`src/sv/tces_pkg.sv`:
```
// ----------------------------------------------------------------------------
// tces_pkg
// Shared types, codes and tables for the tracker channel effect step unit.
// ----------------------------------------------------------------------------
package tces_pkg;

    localparam int PERIOD_W = 12;
    localparam int VOL_W    = 7;
    localparam int PAN_W    = 8;
    localparam int TICK_W   = 5;
    localparam int PHASE_W  = 5;
    localparam int OFFS_W   = 16;
    localparam int CFG_W    = 12;
    localparam int CFG_IDX_W = 1;
    localparam int BIT_IDX_W = 3;

    localparam logic [PERIOD_W-1:0] PERIOD_MAX   = '1;
    localparam logic [VOL_W-1:0]    VOL_MAX      = 7'd64;
    localparam logic [PERIOD_W-1:0] MIN_PER_RST  = 12'd133;
    localparam logic [PERIOD_W-1:0] MAX_PER_RST  = 12'd856;

    localparam logic [CFG_IDX_W-1:0] CFG_MIN_PERIOD = 1'b0;
    localparam logic [CFG_IDX_W-1:0] CFG_MAX_PERIOD = 1'b1;

    localparam logic [3:0] EFF_PORTA_UP     = 4'h1;
    localparam logic [3:0] EFF_PORTA_DOWN   = 4'h2;
    localparam logic [3:0] EFF_TONE_PORTA   = 4'h3;
    localparam logic [3:0] EFF_VIBRATO      = 4'h4;
    localparam logic [3:0] EFF_PORTA_VSLD   = 4'h5;
    localparam logic [3:0] EFF_VIB_VSLD     = 4'h6;
    localparam logic [3:0] EFF_SET_PAN      = 4'h8;
    localparam logic [3:0] EFF_SAMPLE_OFFS  = 4'h9;
    localparam logic [3:0] EFF_VOLUME_SLIDE = 4'hA;
    localparam logic [3:0] EFF_SET_VOL      = 4'hC;
    localparam logic [3:0] EFF_EXTENDED     = 4'hE;

    localparam logic [3:0] EXT_FINE_UP     = 4'h1;
    localparam logic [3:0] EXT_FINE_DOWN   = 4'h2;
    localparam logic [3:0] EXT_SET_PAN     = 4'h8;
    localparam logic [3:0] EXT_RETRIGGER   = 4'h9;
    localparam logic [3:0] EXT_FINE_VUP    = 4'hA;
    localparam logic [3:0] EXT_FINE_VDOWN  = 4'hB;
    localparam logic [3:0] EXT_NOTE_CUT    = 4'hC;
    localparam logic [3:0] EXT_NOTE_DELAY  = 4'hD;

    typedef struct packed {
        logic                 capture;
        logic                 step;
        logic [BIT_IDX_W-1:0] bit_idx;
        logic                 commit;
    } cmd_t;

    typedef struct packed {
        logic out_free;
    } status_t;

    function automatic logic [7:0] sine_lookup(input logic [PHASE_W-1:0] phase);
        logic [7:0] val;
        case (phase)
            5'd0:    val = 8'd0;
            5'd1:    val = 8'd24;
            5'd2:    val = 8'd49;
            5'd3:    val = 8'd74;
            5'd4:    val = 8'd97;
            5'd5:    val = 8'd120;
            5'd6:    val = 8'd141;
            5'd7:    val = 8'd161;
            5'd8:    val = 8'd180;
            5'd9:    val = 8'd197;
            5'd10:   val = 8'd212;
            5'd11:   val = 8'd224;
            5'd12:   val = 8'd235;
            5'd13:   val = 8'd244;
            5'd14:   val = 8'd250;
            5'd15:   val = 8'd253;
            5'd16:   val = 8'd255;
            5'd17:   val = 8'd253;
            5'd18:   val = 8'd250;
            5'd19:   val = 8'd244;
            5'd20:   val = 8'd235;
            5'd21:   val = 8'd224;
            5'd22:   val = 8'd212;
            5'd23:   val = 8'd197;
            5'd24:   val = 8'd180;
            5'd25:   val = 8'd161;
            5'd26:   val = 8'd141;
            5'd27:   val = 8'd120;
            5'd28:   val = 8'd97;
            5'd29:   val = 8'd74;
            5'd30:   val = 8'd49;
            5'd31:   val = 8'd24;
            default: val = 8'd0;
        endcase
        return val;
    endfunction

endpackage

```
`src/sv/tces_ifs.sv`:
```
// ----------------------------------------------------------------------------
// tces_ifs
// Request and result channel interfaces of the tracker channel effect step unit.
// ----------------------------------------------------------------------------
interface tces_item_if;
    logic                           valid;
    logic                           ready;
    logic [tces_pkg::TICK_W-1:0]    tick;
    logic [3:0]                     effect;
    logic [7:0]                     effect_param;
    logic [tces_pkg::PERIOD_W-1:0]  note_period;
    logic [tces_pkg::PERIOD_W-1:0]  porta_target;
    logic                           load_note;

    modport source (
        output valid, tick, effect, effect_param, note_period, porta_target, load_note,
        input  ready
    );
    modport sink (
        input  valid, tick, effect, effect_param, note_period, porta_target, load_note,
        output ready
    );
endinterface

interface tces_result_if;
    logic                           valid;
    logic                           ready;
    logic [tces_pkg::PERIOD_W-1:0]  period;
    logic [tces_pkg::VOL_W-1:0]     volume;
    logic [tces_pkg::PAN_W-1:0]     pan;
    logic                           restart;
    logic [tces_pkg::OFFS_W-1:0]    restart_offset;

    modport source (
        output valid, period, volume, pan, restart, restart_offset,
        input  ready
    );
    modport sink (
        input  valid, period, volume, pan, restart, restart_offset,
        output ready
    );
endinterface

```
`src/sv/tces_ctrl.sv`:
```
// ----------------------------------------------------------------------------
// tces_ctrl
// Sequencer: takes a request, runs the five remainder steps, then commits
// the tick into the channel state and the result register.
// ----------------------------------------------------------------------------
module tces_ctrl (
    input  logic               clk,
    input  logic               rst_n,
    input  logic               in_valid,
    output logic               in_ready,
    input  tces_pkg::status_t  status,
    output tces_pkg::cmd_t     cmd
);

    typedef enum logic [1:0] {
        ST_IDLE,
        ST_DIVIDE,
        ST_COMMIT
    } state_t;

    state_t                               state_reg;
    logic                                 ready_reg;
    logic [tces_pkg::BIT_IDX_W-1:0]       idx_reg;

    always_ff @(posedge clk or negedge rst_n) begin
        if (!rst_n) begin
            state_reg <= ST_IDLE;
            ready_reg <= 1'b1;
            idx_reg   <= '0;
        end
        else begin
            case (state_reg)
                ST_IDLE:
                begin
                    if (in_valid && ready_reg) begin
                        state_reg <= ST_DIVIDE;
                        ready_reg <= 1'b0;
                        idx_reg   <= 3'(tces_pkg::TICK_W - 1);
                    end
                end
                ST_DIVIDE:
                begin
                    if (idx_reg == '0) begin
                        state_reg <= ST_COMMIT;
                    end
                    else begin
                        idx_reg <= idx_reg - 1'b1;
                    end
                end
                ST_COMMIT:
                begin
                    if (status.out_free) begin
                        state_reg <= ST_IDLE;
                        ready_reg <= 1'b1;
                    end
                end
                default:
                begin
                    state_reg <= ST_IDLE;
                    ready_reg <= 1'b1;
                end
            endcase
        end
    end

    assign in_ready    = ready_reg;
    assign cmd.capture = in_valid && ready_reg && (state_reg == ST_IDLE);
    assign cmd.step    = (state_reg == ST_DIVIDE);
    assign cmd.bit_idx = idx_reg;
    assign cmd.commit  = (state_reg == ST_COMMIT) && status.out_free;

endmodule

```
`src/sv/tces_datapath.sv`:
```
// ----------------------------------------------------------------------------
// tces_datapath
// Request capture, channel state, configuration registers, remainder unit,
// effect evaluation and the result register.
// ----------------------------------------------------------------------------
module tces_datapath (
    input  logic                                clk,
    input  logic                                rst_n,
    input  logic                                cfg_we,
    input  logic [tces_pkg::CFG_IDX_W-1:0]      cfg_index,
    input  logic [tces_pkg::CFG_W-1:0]          cfg_data,
    tces_item_if.sink                           items,
    tces_result_if.source                       results,
    input  tces_pkg::cmd_t                      cmd,
    output tces_pkg::status_t                   status
);

    localparam int PW = tces_pkg::PERIOD_W;
    localparam int VW = tces_pkg::VOL_W;

    logic [PW-1:0]                 min_period_reg;
    logic [PW-1:0]                 max_period_reg;

    logic [tces_pkg::TICK_W-1:0]   tick_reg;
    logic [3:0]                    effect_reg;
    logic [7:0]                    args_reg;
    logic [PW-1:0]                 note_reg;
    logic [PW-1:0]                 target_reg;
    logic                          load_reg;

    logic [PW-1:0]                 cur_period_reg;
    logic [VW-1:0]                 cur_volume_reg;
    logic [tces_pkg::PAN_W-1:0]    cur_pan_reg;
    logic [tces_pkg::PHASE_W-1:0]  vib_phase_reg;
    logic                          vib_negative_reg;

    logic [4:0]                    rem_reg;
    logic [4:0]                    rem_next;
    logic [4:0]                    rem_shift;
    logic [4:0]                    delta_reg;
    logic [11:0]                   vib_product;

    logic                          out_valid_reg;
    logic [PW-1:0]                 out_period_reg;
    logic [VW-1:0]                 out_volume_reg;
    logic [tces_pkg::PAN_W-1:0]    out_pan_reg;
    logic                          out_restart_reg;
    logic [tces_pkg::OFFS_W-1:0]   out_offset_reg;

    logic [PW-1:0]                 period_next;
    logic [VW-1:0]                 volume_next;
    logic [tces_pkg::PAN_W-1:0]    pan_next;
    logic [tces_pkg::PHASE_W-1:0]  phase_next;
    logic                          negative_next;
    logic                          restart_next;
    logic [tces_pkg::OFFS_W-1:0]   offset_next;

    logic [PW-1:0]                 p0;
    logic [3:0]                    arg_x;
    logic [3:0]                    arg_y;
    logic                          tick_zero;
    logic [PW-1:0]                 vib_period;
    logic [PW:0]                   vib_sum;
    logic [5:0]                    phase_sum;
    logic [VW-1:0]                 slid_volume;
    logic [tces_pkg::PHASE_W-1:0]  vib_phase_upd;
    logic                          vib_negative_upd;

    function automatic logic [PW-1:0] slide_up(input logic [PW-1:0] p,
                                               input logic [PW-1:0] lo,
                                               input logic [7:0]    amt);
        logic [PW:0] floor_sum;
        floor_sum = {1'b0, lo} + (PW+1)'(amt);
        if (p <= lo) begin
            return p;
        end
        if ({1'b0, p} < floor_sum) begin
            return lo;
        end
        return p - PW'(amt);
    endfunction

    function automatic logic [PW-1:0] slide_down(input logic [PW-1:0] p,
                                                 input logic [PW-1:0] hi,
                                                 input logic [7:0]    amt);
        logic [PW:0] sum;
        sum = {1'b0, p} + (PW+1)'(amt);
        if (p >= hi) begin
            return p;
        end
        if (sum > {1'b0, hi}) begin
            return hi;
        end
        return sum[PW-1:0];
    endfunction

    function automatic logic [VW-1:0] vol_add(input logic [VW-1:0] v,
                                              input logic [3:0]    amt);
        logic [VW-1:0] sum;
        sum = v + VW'(amt);
        return (sum > tces_pkg::VOL_MAX) ? tces_pkg::VOL_MAX : sum;
    endfunction

    function automatic logic [VW-1:0] vol_sub(input logic [VW-1:0] v,
                                              input logic [3:0]    amt);
        return (v < VW'(amt)) ? '0 : v - VW'(amt);
    endfunction

    // Configuration registers.
    always_ff @(posedge clk or negedge rst_n) begin
        if (!rst_n) begin
            min_period_reg <= tces_pkg::MIN_PER_RST;
            max_period_reg <= tces_pkg::MAX_PER_RST;
        end
        else if (cfg_we) begin
            if (cfg_index == tces_pkg::CFG_MIN_PERIOD) begin
                min_period_reg <= cfg_data;
            end
            if (cfg_index == tces_pkg::CFG_MAX_PERIOD) begin
                max_period_reg <= cfg_data;
            end
        end
    end

    // Request capture.
    always_ff @(posedge clk) begin
        if (cmd.capture) begin
            tick_reg   <= items.tick;
            effect_reg <= items.effect;
            args_reg   <= items.effect_param;
            note_reg   <= items.note_period;
            target_reg <= items.porta_target;
            load_reg   <= items.load_note;
        end
    end

    // Restoring remainder of tick by the low argument nibble, one bit a step.
    assign rem_shift   = {rem_reg[3:0], tick_reg[cmd.bit_idx]};
    assign rem_next    = (rem_shift >= {1'b0, arg_y}) ? rem_shift - {1'b0, arg_y} : rem_shift;
    assign vib_product = 12'(tces_pkg::sine_lookup(vib_phase_reg)) * 12'(arg_y);

    always_ff @(posedge clk) begin
        if (cmd.capture) begin
            rem_reg <= '0;
        end
        else if (cmd.step) begin
            rem_reg   <= rem_next;
            delta_reg <= vib_product[11:7];
        end
    end

    assign arg_x     = args_reg[7:4];
    assign arg_y     = args_reg[3:0];
    assign tick_zero = (tick_reg == '0);
    assign p0        = load_reg ? note_reg : cur_period_reg;
    assign vib_sum   = {1'b0, note_reg} + (PW+1)'(delta_reg);
    assign phase_sum = {1'b0, vib_phase_reg} + {2'b00, arg_y};

    always_comb begin
        if (vib_negative_reg) begin
            vib_period = (note_reg < PW'(delta_reg)) ? '0 : note_reg - PW'(delta_reg);
        end
        else begin
            vib_period = vib_sum[PW] ? tces_pkg::PERIOD_MAX : vib_sum[PW-1:0];
        end
        if (phase_sum[5]) begin
            vib_phase_upd    = '0;
            vib_negative_upd = ~vib_negative_reg;
        end
        else begin
            vib_phase_upd    = phase_sum[4:0];
            vib_negative_upd = vib_negative_reg;
        end
        if (arg_x == 4'h0) begin
            slid_volume = vol_sub(cur_volume_reg, arg_y);
        end
        else if (arg_y == 4'h0) begin
            slid_volume = vol_add(cur_volume_reg, arg_x);
        end
        else begin
            slid_volume = cur_volume_reg;
        end
    end

    always_comb begin
        period_next   = p0;
        volume_next   = cur_volume_reg;
        pan_next      = cur_pan_reg;
        phase_next    = vib_phase_reg;
        negative_next = vib_negative_reg;
        restart_next  = 1'b0;
        offset_next   = '0;
        case (effect_reg)
            tces_pkg::EFF_PORTA_UP:
            begin
                if (!tick_zero) begin
                    period_next = slide_up(p0, min_period_reg, args_reg);
                end
            end
            tces_pkg::EFF_PORTA_DOWN:
            begin
                if (!tick_zero) begin
                    period_next = slide_down(p0, max_period_reg, args_reg);
                end
            end
            tces_pkg::EFF_TONE_PORTA, tces_pkg::EFF_PORTA_VSLD:
            begin
                if (!tick_zero) begin
                    if (target_reg > p0) begin
                        period_next = slide_down(p0, target_reg, args_reg);
                    end
                    else begin
                        period_next = slide_up(p0, target_reg, args_reg);
                    end
                end
                if (effect_reg == tces_pkg::EFF_PORTA_VSLD) begin
                    volume_next = slid_volume;
                end
            end
            tces_pkg::EFF_VIBRATO, tces_pkg::EFF_VIB_VSLD:
            begin
                period_next   = vib_period;
                phase_next    = vib_phase_upd;
                negative_next = vib_negative_upd;
                if (effect_reg == tces_pkg::EFF_VIB_VSLD) begin
                    volume_next = slid_volume;
                end
            end
            tces_pkg::EFF_SET_PAN:
            begin
                pan_next = args_reg;
            end
            tces_pkg::EFF_SAMPLE_OFFS:
            begin
                if (tick_zero) begin
                    restart_next = 1'b1;
                    offset_next  = {args_reg, 8'h00};
                end
            end
            tces_pkg::EFF_VOLUME_SLIDE:
            begin
                volume_next = slid_volume;
            end
            tces_pkg::EFF_SET_VOL:
            begin
                volume_next = (args_reg > 8'(tces_pkg::VOL_MAX)) ? tces_pkg::VOL_MAX
                                                                  : args_reg[VW-1:0];
            end
            tces_pkg::EFF_EXTENDED:
            begin
                case (arg_x)
                    tces_pkg::EXT_FINE_UP:
                    begin
                        if (tick_zero) begin
                            period_next = slide_up(p0, min_period_reg, {4'h0, arg_y});
                        end
                    end
                    tces_pkg::EXT_FINE_DOWN:
                    begin
                        if (tick_zero) begin
                            period_next = slide_down(p0, max_period_reg, {4'h0, arg_y});
                        end
                    end
                    tces_pkg::EXT_SET_PAN:
                    begin
                        pan_next = {arg_y, 4'h0} - {4'h0, arg_y};
                    end
                    tces_pkg::EXT_RETRIGGER:
                    begin
                        if ((arg_y != 4'h0) && (rem_reg == '0)) begin
                            restart_next = 1'b1;
                        end
                    end
                    tces_pkg::EXT_FINE_VUP:
                    begin
                        if (tick_zero) begin
                            volume_next = vol_add(cur_volume_reg, arg_y);
                        end
                    end
                    tces_pkg::EXT_FINE_VDOWN:
                    begin
                        if (tick_zero) begin
                            volume_next = vol_sub(cur_volume_reg, arg_y);
                        end
                    end
                    tces_pkg::EXT_NOTE_CUT:
                    begin
                        if (tick_reg == {1'b0, arg_y}) begin
                            period_next  = '0;
                            restart_next = 1'b1;
                        end
                    end
                    tces_pkg::EXT_NOTE_DELAY:
                    begin
                        if (tick_reg < {1'b0, arg_y}) begin
                            period_next = '0;
                        end
                        else if (tick_reg == {1'b0, arg_y}) begin
                            period_next = note_reg;
                        end
                    end
                    default:
                    begin
                        period_next = p0;
                    end
                endcase
            end
            default:
            begin
                period_next = p0;
            end
        endcase
    end

    // Channel state.
    always_ff @(posedge clk or negedge rst_n) begin
        if (!rst_n) begin
            cur_period_reg   <= '0;
            cur_volume_reg   <= '0;
            cur_pan_reg      <= '0;
            vib_phase_reg    <= '0;
            vib_negative_reg <= 1'b0;
        end
        else if (cmd.commit) begin
            cur_period_reg   <= period_next;
            cur_volume_reg   <= volume_next;
            cur_pan_reg      <= pan_next;
            vib_phase_reg    <= phase_next;
            vib_negative_reg <= negative_next;
        end
    end

    // Result register.
    always_ff @(posedge clk or negedge rst_n) begin
        if (!rst_n) begin
            out_valid_reg <= 1'b0;
        end
        else if (cmd.commit) begin
            out_valid_reg <= 1'b1;
        end
        else if (results.ready) begin
            out_valid_reg <= 1'b0;
        end
    end

    always_ff @(posedge clk) begin
        if (cmd.commit) begin
            out_period_reg  <= period_next;
            out_volume_reg  <= volume_next;
            out_pan_reg     <= pan_next;
            out_restart_reg <= restart_next;
            out_offset_reg  <= offset_next;
        end
    end

    assign status.out_free        = !out_valid_reg || results.ready;
    assign results.valid          = out_valid_reg;
    assign results.period         = out_period_reg;
    assign results.volume         = out_volume_reg;
    assign results.pan            = out_pan_reg;
    assign results.restart        = out_restart_reg;
    assign results.restart_offset = out_offset_reg;

endmodule

```
`src/sv/tracker_channel_effect_step_unit.sv`:
```
// ----------------------------------------------------------------------------
// tracker_channel_effect_step_unit
// Per-tick effect engine of one tracker channel: slides, tone portamento,
// vibrato, volume and pan commands, sample restart and note cut or delay.
//
//   Channel   Direction  Handshake     Carries
//   items     sink       valid/ready   tick, effect, arguments, note, target
//   results   source     valid/ready   period, volume, pan, restart, offset
//   cfg       sink       write enable  min_period (0), max_period (1)
//
// A request passes the accept, the steps of the bit-serial remainder unit
// for the retrigger test, and the commit.
// The result register frees the request side, so a new request is taken
// while the previous result waits; a held result only delays the commit.
// Reset is asynchronous and active low and needs no clearing pass.
// ----------------------------------------------------------------------------
module tracker_channel_effect_step_unit (
    input  logic                              clk,
    input  logic                              rst_n,
    input  logic                              cfg_we,
    input  logic [tces_pkg::CFG_IDX_W-1:0]    cfg_index,
    input  logic [tces_pkg::CFG_W-1:0]        cfg_data,
    tces_item_if.sink                         items,
    tces_result_if.source                     results
);

    tces_pkg::cmd_t     cmd;
    tces_pkg::status_t  status;

    tces_ctrl u_ctrl (
        .clk      (clk),
        .rst_n    (rst_n),
        .in_valid (items.valid),
        .in_ready (items.ready),
        .status   (status),
        .cmd      (cmd)
    );

    tces_datapath u_datapath (
        .clk       (clk),
        .rst_n     (rst_n),
        .cfg_we    (cfg_we),
        .cfg_index (cfg_index),
        .cfg_data  (cfg_data),
        .items     (items),
        .results   (results),
        .cmd       (cmd),
        .status    (status)
    );

`ifndef SYNTH
    a_ready_drops: assert property (@(posedge clk) disable iff (!rst_n)
        items.valid && items.ready |=> !items.ready)
        else $error("request side stayed ready after an accept");

    a_volume_range: assert property (@(posedge clk) disable iff (!rst_n)
        results.valid |-> results.volume <= tces_pkg::VOL_MAX)
        else $error("volume result above full scale");

    a_offset_zero: assert property (@(posedge clk) disable iff (!rst_n)
        results.valid && !results.restart |-> results.restart_offset == '0)
        else $error("restart offset set without restart");

    a_commit_free: assert property (@(posedge clk) disable iff (!rst_n)
        cmd.commit |-> !cmd.step && !cmd.capture)
        else $error("commit overlaps capture or remainder step");
`endif

endmodule
```
`src/flat_wrapper.sv`:
```
// flat-port wrapper written by rule: the top's interface ports become plain ports
module tracker_channel_effect_step_unit_flat 
  (clk, rst_n, cfg_we, cfg_index, cfg_data, items_valid, items_tick, items_effect, items_effect_param, items_note_period, items_porta_target, items_load_note, items_ready, results_valid, results_period, results_volume, results_pan, results_restart, results_restart_offset, results_ready);
  tces_item_if items_i ();
  tces_result_if results_i ();
  input  logic clk;
  input  logic rst_n;
  input  logic cfg_we;
  input  logic [tces_pkg::CFG_IDX_W-1:0] cfg_index;
  input  logic [tces_pkg::CFG_W-1:0] cfg_data;
  input wire logic [$bits(items_i.valid)-1:0] items_valid;
  input wire logic [$bits(items_i.tick)-1:0] items_tick;
  input wire logic [$bits(items_i.effect)-1:0] items_effect;
  input wire logic [$bits(items_i.effect_param)-1:0] items_effect_param;
  input wire logic [$bits(items_i.note_period)-1:0] items_note_period;
  input wire logic [$bits(items_i.porta_target)-1:0] items_porta_target;
  input wire logic [$bits(items_i.load_note)-1:0] items_load_note;
  output wire logic [$bits(items_i.ready)-1:0] items_ready;
  output wire logic [$bits(results_i.valid)-1:0] results_valid;
  output wire logic [$bits(results_i.period)-1:0] results_period;
  output wire logic [$bits(results_i.volume)-1:0] results_volume;
  output wire logic [$bits(results_i.pan)-1:0] results_pan;
  output wire logic [$bits(results_i.restart)-1:0] results_restart;
  output wire logic [$bits(results_i.restart_offset)-1:0] results_restart_offset;
  input wire logic [$bits(results_i.ready)-1:0] results_ready;
  assign items_i.valid = items_valid;
  assign items_i.tick = items_tick;
  assign items_i.effect = items_effect;
  assign items_i.effect_param = items_effect_param;
  assign items_i.note_period = items_note_period;
  assign items_i.porta_target = items_porta_target;
  assign items_i.load_note = items_load_note;
  assign items_ready = items_i.ready;
  assign results_valid = results_i.valid;
  assign results_period = results_i.period;
  assign results_volume = results_i.volume;
  assign results_pan = results_i.pan;
  assign results_restart = results_i.restart;
  assign results_restart_offset = results_i.restart_offset;
  assign results_i.ready = results_ready;
  tracker_channel_effect_step_unit u_core (.clk(clk), .rst_n(rst_n), .cfg_we(cfg_we), .cfg_index(cfg_index), .cfg_data(cfg_data), .items(items_i), .results(results_i));
endmodule
```
`config.mk`:
```
export PLATFORM = sky130hd
export DESIGN_NAME = tracker_channel_effect_step_unit_flat
export DESIGN_NICKNAME = d
export VERILOG_FILES = /design/src/sv/tces_pkg.sv /design/src/sv/tces_ifs.sv /design/src/sv/tces_ctrl.sv /design/src/sv/tces_datapath.sv /design/src/sv/tracker_channel_effect_step_unit.sv /design/src/flat_wrapper.sv
export SDC_FILE = /design/constraint.sdc
export NUM_CORES = 1
export LEC_CHECK = 0
export ABC_AREA = 1
export BUFFER_PORTS_ARGS = -buffer_cell sky130_fd_sc_hd__buf_2
export CAP_MARGIN = 20
export CORE_MARGIN = 3
export CORE_UTILIZATION = 30
export DETAILED_ROUTE_END_ITERATION = 6
export GPL_TIMING_DRIVEN = 0
export SYNTH_ARGS = -nofsm -noshare
export SYNTH_HDL_FRONTEND = slang
export SYNTH_SLANG_ARGS = --single-unit
```
`constraint.sdc`:
```
create_clock -name clk -period 8.2 [get_ports clk]
set_clock_uncertainty 0.1 [all_clocks]
set_input_delay 0.82 -clock clk [delete_from_list [all_inputs] [get_ports clk]]
set_output_delay 0.82 -clock clk [all_outputs]
set_load 0.01 [all_outputs]
```
==> results.md <==
- Area Growth Syn to Fin: 12.5%
- R2R Path End: u_core.u_datapath.results.period[8]
- R2R setup slack: 1.78 ns
- Worst slew margin: 0.320
- YS warnings: 0
- Crit share post-route: 0.783
- Avg Vias per Cell: 5.19
- PnR worst setup slack: 1.78 ns
- First-pass GRT wire length: 91,800 um
- Cts bufs inserted: 17
- Gr ovfl total: 0
- Async set-reset flop share out of synthesis: 0.421
- Most frequent cells in the layout: 603 x nand2_1, 311 x inv_1, 221 x nand3_1, 186 x ha_1, 182 x nor2_1
- Largest net degree at the start of global routing: 41
- Fill cells: 5,887
- Endpoints failing hold: 0
- Yosys cell types: 64
- Die width: 241 um
- Vias in the first global route: 15,500
- Bufs on Longest Clock Path: 2
- Hold WC Path Type: in -> async
- Cells after Synth: 2,389
- Met3 Wirelength: 4600 um
- DRC: 0
- Placement Rows: 85
- Initial DRC Count: 1,791
- All-layer global routing usage: 0.209
- Mapped Area: 16,600 um2
- Root Driver: clkbuf_16
- Setup TNS: 0 ns
- Commonest non-fill, non-tap cell in the layout: nand2_1
- CP Max Fanout: 11
- Port Buffer Count: 97
- Peak VDD IR: 216 uV
- Post-CTS setup buffers: 0
- Leak: 0.00914 uW
- DP Worst Slack: 1.88 ns
- Startpoint types: register
- Gates resized, CTS repair: 0
- ANT nets after route: 0
- Die area: 58,100 um2
- Layout cells sized above 1: 0.0854
- TritonCTS clock tree: done
- Initial antenna violation count: 1
- Top-Level Pins: 106
- Min Tclk post-route: 6.42 ns
- CP arrival: 6.43 ns
- Final Setup Violations: 0
- Initial Util: 0.305
- Sequential area share after synthesis: 0.254
- Number of enable flip-flop cells after synthesis: 83
- Max-cap viol count: 0
- Skew-Pair Late Insertion Delay: 0.49 ns
- Req. time, crit path: 8.21 ns
- Worst setup EP type: register
- # hold bufs at CTS: 0
- Total number of vias: 16,700
- Avg Inst Size Synth: 6.93 um2
- Max-slew violation count: 0
- R2R cell count: 27
- Worst setup path class: reg -> reg
- Fmax: 0.156 GHz
- PD cells: 343 nW/um2
- Uppermost layer routed: met4
- Reg-to-Reg Start: u_core.u_datapath.args_reg[3]
- Pre-Repair DR Iteration Count: 6
- Post-DP HPWL: 47,500 um
- Core area: 54,200 um2
- # H-tree levels: 4
- Die H: 241 um
- Wire per inst: 18.8 um
- Antenna diodes: 0
- Synthesized flop and latch total: 152
- Run status: finished clean
- RSZ-0062 raised after global routing: no
- Clock transition at path regs: 0.08 ns
- Detailed-route wire length: 60,600 um
- Met2 WL: 26,500 um
- Gp weighted congestion: 0.966
- Ys flop type: edfxtp_1
- Final #Nets: 2,783
- Routed met1 length: 26,800 um
- Worst-margin pin slew: 1.01 ns
- CTS sink count: 152
## cell families after synthesis
| family | after synthesis | share of synthesized area |
|---|---|---|
| AND/OR/NAND/NOR | 1119 | 0.290 |
| AO/OA/AOI/OAI | 428 | 0.150 |
| buffers and inverters | 396 | 0.0939 |
| adder cells (fa/ha/maj) | 208 | 0.167 |
| flip-flops | 152 | 0.254 |
| XOR/XNOR | 85 | 0.0449 |
| other | 1 | 0.000226 |
## worst max-delay path: stages, from the launching register on
cell and delay, ns:
edfxtp_1 0.83, clkbuf_1 0.41, clkinv_1 0.57, ha_1 0.69
inv_2 0.16, a21oi_1 0.19, nand2_2 0.18, nand2_1 0.17
inv_2 0.07, nand2_1 0.08, xor2_1 0.21, inv_1 0.07
ha_1 0.29, and3_1 0.17, nand2_1 0.05, nor2_1 0.11
nand2_1 0.06, nand3_1 0.06, nand2_1 0.24, nand2_2 0.19
buf_4 0.18, nand2_1 0.06, nand3_1 0.10, nand2_1 0.12
nand2_1 0.09, nand2_1 0.06, a21oi_1 0.17, nand4_1 0.34
## cell usage after synthesis, drive strengths merged, types with 9 or more instances
cell / number / area, um2
buf: 23 / 151
nand4: 35 / 219
inv: 320 / 1200
nand2: 617 / 2390
clkbuf: 45 / 170
edfxtp: 83 / 2490
nor2: 186 / 732
o221ai: 10 / 87.6
dfstp: 9 / 236
a21oi: 170 / 851
xnor2: 13 / 114
a21o: 11 / 82.6
nor3: 35 / 180
nand3: 223 / 1130
o21ai: 152 / 798
dfrtp: 55 / 1380
o211ai: 30 / 245
xor2: 72 / 631
fa: 22 / 440
ha: 186 / 2330
a211oi: 11 / 82.6
## worst max-delay path by stage
stage                                       start                                   end  slack, ns  depth (start not counted)
floorplan              u_core.u_datapath.load_reg  u_core.u_datapath.results.period[11]       3.65                         32
global placement    u_core.u_datapath.args_reg[3]   u_core.u_datapath.results.period[8]       1.79                         27
detailed placement  u_core.u_datapath.args_reg[3]   u_core.u_datapath.results.period[8]       1.88                         27
CTS                 u_core.u_datapath.args_reg[3]   u_core.u_datapath.results.period[8]       1.84                         27
global route        u_core.u_datapath.args_reg[3]   u_core.u_datapath.results.period[8]       1.40                         27
finish              u_core.u_datapath.args_reg[3]   u_core.u_datapath.results.period[8]       1.78                         27
## through the flow
stage	instances	area, um2	utilization	hold WS (ns)	power, uW
4_1_cts	3224	18600	0.344	0.138	6350
3_5_place_dp	3192	18000	0.332	0.373	5470
3_3_place_gp	3189	17900	0.331	0.365	5450
2_1_floorplan	2396	16600	-	0.344	4290
6_report	3224	18600	0.344	0.152	6400
5_1_grt	3224	18600	0.344	0.159	7040
## metal layers
| metal | vias to the layer above | GRT usage |
|---|---|---|
| li1 | 8224 | - |
| met1 | 7729 | 0.278 |
| met2 | 635 | 0.321 |
| met3 | 137 | 0.0510 |
| met4 | 0 | 0.0965 |
| met5 | - | 0 |
## report_power, final
part	internal, uW	switching (uW)	leakage [uW]
clock network	461	387	0.000305
registers	1070	203	0.00158
logic	1440	2830	0.00725
total	2970	3420	0.00914
## final cells by class
class                           count  area (um2)  area share
Multi-Input combinational cell   1848       10800       0.581
Sequential cell                   152        4210       0.226
Clock inverter                     15         188      0.0101
Timing Repair Buffer              100         556      0.0298
Inverter                          328        1230      0.0662
Tap cell                          696         871      0.0467
Buffer                             68         323      0.0173
Clock buffer                       17         425      0.0228
Note: power is estimated with default switching activity, not from simulation.
